File: src/design/rbcw_mul.sv
// Shared 32x32 unsigned multiplier with a registered product.
// Depends on nothing outside this file.
module rbcw_mul (
    input  logic        i_clk,
    input  logic [31:0] i_a,
    input  logic [31:0] i_b,
    output logic [63:0] o_p
);
    logic [63:0] r_p;

    // one partial product per cycle
    always_ff @(posedge i_clk) begin
        r_p <= i_a * i_b;
    end

    assign o_p = r_p;

endmodule

File: config.mk
export PLATFORM = sky130hd
export DESIGN_NAME = rbcw_mul
export DESIGN_NICKNAME = d
export VERILOG_FILES = /design/src/design/rbcw_mul.sv
export SDC_FILE = /design/constraint.sdc
export NUM_CORES = 2
export LEC_CHECK = 0
export BUFFER_PORTS_ARGS = -buffer_cell sky130_fd_sc_hd__buf_2
export CAP_MARGIN = 5
export CORE_AREA = 2 2 343 345
export DETAILED_ROUTE_END_ITERATION = 16
export DIE_AREA = 0 0 345 347
export GPL_TIMING_DRIVEN = 0
export SYNTH_ARGS = -nofsm -noshare
export SYNTH_HDL_FRONTEND = slang
export SYNTH_SLANG_ARGS = --single-unit
File: constraint.sdc
create_clock -name i_clk -period 7.8 [get_ports i_clk]
set_input_delay 1.17 -clock i_clk [delete_from_list [all_inputs] [get_ports i_clk]]
set_output_delay 1.17 -clock i_clk [all_outputs]
set_load 0.01 [all_outputs]
### Yosys cells after proc, flatten, opt, wreduce, memory -nomap -nowiden

Index checks and enable logic that the tools add are counted.

| operators by class | value |
|---|---|
| $mul | 1 |

Operator list:

| cell | count |
|---|---|
| $mul 32x32->64 | 1 |

| word-level totals | value |
|---|---|
| bits in registers | 64 |
| input port bits | 65 |
| output and inout port bits | 64 |
| word-level logic and storage cells | 2 |

### Longest topological paths before layout

| logic depth | value |
|---|---|
| depth in word-level cells | 1 |
| gate-level depth with buffers | 29 |
| mapped depth without buffers | 27 |

### Least setup slack after synthesis

OpenSTA, ideal clock, no wires.

| path | value |
|---|---|
| path kind | input port to flip-flop |
| start point | input i_a[25] |
| end point | register r_p[62] (netlist: o_p[62]) |
| library setup time | 0.072 ns |
| data arrival time | 7.851 ns |
| required time | 7.728 ns |
| slack | -0.123 ns |
| stages | 25 |
| path buffers | 2 |
| cell sequence | clkbuf_1 -> nand2_1 -> fa_1 -> inv_1 -> fa_1 -> inv_1 -> fa_1 -> inv_1 -> fa_1 -> fa_1 -> fa_1 -> fa_1 -> inv_1 -> fa_1 -> inv_1 -> ha_1 -> buf_2 -> nand4_1 -> or4_1 -> or3_1 -> a31oi_1 -> a31o_2 -> a211oi_1 -> o21ai_1 -> xor2_1 |

| on the way | value |
|---|---|
| longest elaborated chain between the ends | 1 |

Ends and longest elaborated chain:

| element | line | RTL |
|---|---|---|
| from (decl) | 5 | `input logic [31:0] i_a,` |
| $mul 32x32->64 | 13 | `r_p <= i_a * i_b;` |
| to (signal assigned) | 13 |  |
| to (decl) | 9 | `logic [63:0] r_p;` |

No other way between the ends.

### Final worst setup path

| path | value |
|---|---|
| start point | input i_a[16] |
| end point | register r_p[54] (netlist: o_p[54]) |

The elaborated chain is that of the path after synthesis.

==> results.yml <==
timing:
  totalNegativeSetupSlack_ps: -1740
  worst_slack_ps: -258
  finalCriticalPeriod_ps: 8060
  slew_violations: 0
  worst_pin_slew_ps: 887
  fin_crit_sh: 1.03
  rsz0062_at_grt: "yes"
  maxSlewHeadroom: 0.409
  number_of_hold_slack_violations_in_the_final_timing_report: 0
  setup_viol: 14
  max_freq_mhz: 124
drt:
  drt_first_pass_iters: 5
  drtAntennaViolNets: 0
  post_route_drc_violation_count: 0
  maxUsedRoutingLayer: "met5"
  drt_iter0_drc: 2241
  wl_met1_um: 52300
  dr_wl_met2_um: 61900
  via_count: 27448
  drt_wl_total_um: 135000
  wire_length_on_met3_um: 11900
  wl_per_cell_um: 24.4
  drt-vias-per-instance: 4.96
critical_path:
  cp-startpoint: "i_a[16]"
  critical_path.n_buffers_inverters: 6
  worst-setup-path-type: "in2reg"
  critical_path.startpoint_type: "input port"
  crit_family: "adder cells"
  critical_path_required_ps: 8040
  critical_path.most_common_cell: "fa_2"
  critPathSlowestCell: "fa_2"
  critical_path_arrival_ps: 8300
  timing.critical_path.slowest_cell_delay_ps: 600
  ordered_list_of_cells_on_the_worst_path: "buf_12, clkbuf_16, buf_4, and2_1, fa_1, fa_1, inv_1, fa_1, fa_2, inv_1, fa_2, fa_2, fa_2, fa_2, ha_4, nand2_2, or4_4, or3_4, a31oi_4, a31o_4, buf_6, a21boi_4, xnor2_2"
  critical_path_peak_fanout: 6
  cp-end-kind: "register"
logic_synthesis:
  area_contributors_post_synth: "fa_1, and2_1, ha_1"
  most_repeated_cell_in_the_gate_level_netlist_after_synthesis: "fa_1"
  synthTopCellsByCount: "fa_1, inv_1, and2_1"
  yosys_register_bits: 64
  synth.largest_area_cell: "fa_1"
  post_synth_instance_area_um2: 34700
  synth_edf_count: 0
  synthFlopType: "dfxtp_1"
  yosysWarnings: 0
  netlist_instances: 3748
  synthesis.area_per_instance_um2: 9.25
  ys_async_sr_fraction: 0
  post_synth_num_cell_types: 57
  number_of_nets_in_the_synthesized_netlist: 4972
  top_area_cell_type_share_of_the_netlist_area: 0.517
  synth_seq_area_share: 0.0369
layout:
  post_route_cells_drive_above_1_share: 0.155
  fin_util: 0.360
  finalInstanceArea_um2: 41700
  syn_to_layout_area_delta_pct: 20.2
  nFillCells: 11840
  largest_register_ff_count: 64
  final_nets: 5218
floorplanning:
  placement_rows: 125
  floorplan.initialDensity: 0.300
  die-height_um: 347
  boundaryPins: 129
  design.core.area_um2: 116000
  fp.dieArea_um2: 120000
  die_x_um: 345
cts:
  max-clock-path-buffers: 2
  cts_buffers: 9
  tritoncts: "yes"
  number_of_hold_buffers_added_after_cts: 0
  cts_root_buffer: "clkbuf_16"
  numClockSinks: 64
  number_of_h_tree_levels: 3
  clk_pin_slew_worst_paths_ps: 70
run_status:
  failed_checks: "setup timing"
  outcome: "finished with violations"
grt:
  grt_antenna_before_repair: 29
  global_router_s_overall_resource_usage: 0.228
  grt_first_pass_wirelength_um: 197000
  number_of_global_route_vias_before_repair: 29259
  globalRoute.totalOverflow: 0
  grt_max_degree: 12
place:
  place_hpwl_um: 114000
  gpl.final_weighted_congestion: 1.00
  port_buffers: 128
  placedInstanceArea_um2: 37200
  detailedPlace.worstSlack_ps: -2070
worst_hold_path:
  worstHoldPathType: "in2reg"
  hold_path.startpoint: "i_b[0]"
job:
  maxCapViolations: 0
timing repair:
item / 4_1_cts / 5_1_grt
setup buffers: 97 / 26
gates resized for setup: 716 / 131
setup endpoints to repair: 40 / 29
pin swaps: 84 / 75
cell type report:
type,count,area (um^2),area share
Multi-Input combinational cell,2599,30100,0.722
Inverter,865,3250,0.0779
Buffer,205,2900,0.0696
Timing Repair Buffer,250,1930,0.0463
Tap cell,1524,1910,0.0457
Sequential cell,64,1280,0.0307
Clock buffer,10,229,0.00549
Antenna cell,15,37.5,0.000900
Clock inverter,6,36.3,0.000870
placed cells by master (no fill, tap or decap), types with 47 or more instances in the layout:
cell and instances:
buf_2 89, fa_1 861, clkbuf_16 71, and2_1 584
nand2_1 472, inv_1 847, buf_4 126, clkbuf_8 47
ha_1 240, dfxtp_1 64
stage by stage:
step	cells	hold WS [ps]
2_1_floorplan	3748	1300
3_3_place_gp	5400	1520
3_5_place_dp	5400	1540
4_1_cts	5503	1150
5_1_grt	5527	1160
6_report	5538	1160
worst paths after layout:
| check | end | slack [ps] | cells after the start |
|---|---|---|---|
| hold / removal | o_p[0]$_DFF_P_ | 1160 | 2 |
| setup / recovery | o_p[54]$_DFF_P_ | -260 | 23 |
per-layer routing:
metal | global-route usage | up-vias
met5 | 0 | -
met4 | 0.128 | 4
met3 | 0.0409 | 377
met2 | 0.363 | 1318
met1 | 0.293 | 14354
li1 | - | 11395
cell families (layout without fill, tap and decap cells):
logic type | after synthesis | count (layout) | synth area share
buf+inv | 1085 | 1336 | 0.118
simple gates | 1177 | 1177 | 0.176
flops | 64 | 64 | 0.0369
fa+ha+maj | 1159 | 1159 | 0.612
compound gates | 202 | 202 | 0.0415
other cells | 0 | 15 | 0
mux | 1 | 1 | 0.000289
xor+xnor | 60 | 60 | 0.0152
Power is left out: the tool's default activity adds up to more than one toggle a clock period on the data nets, which glitch-free logic cannot reach.
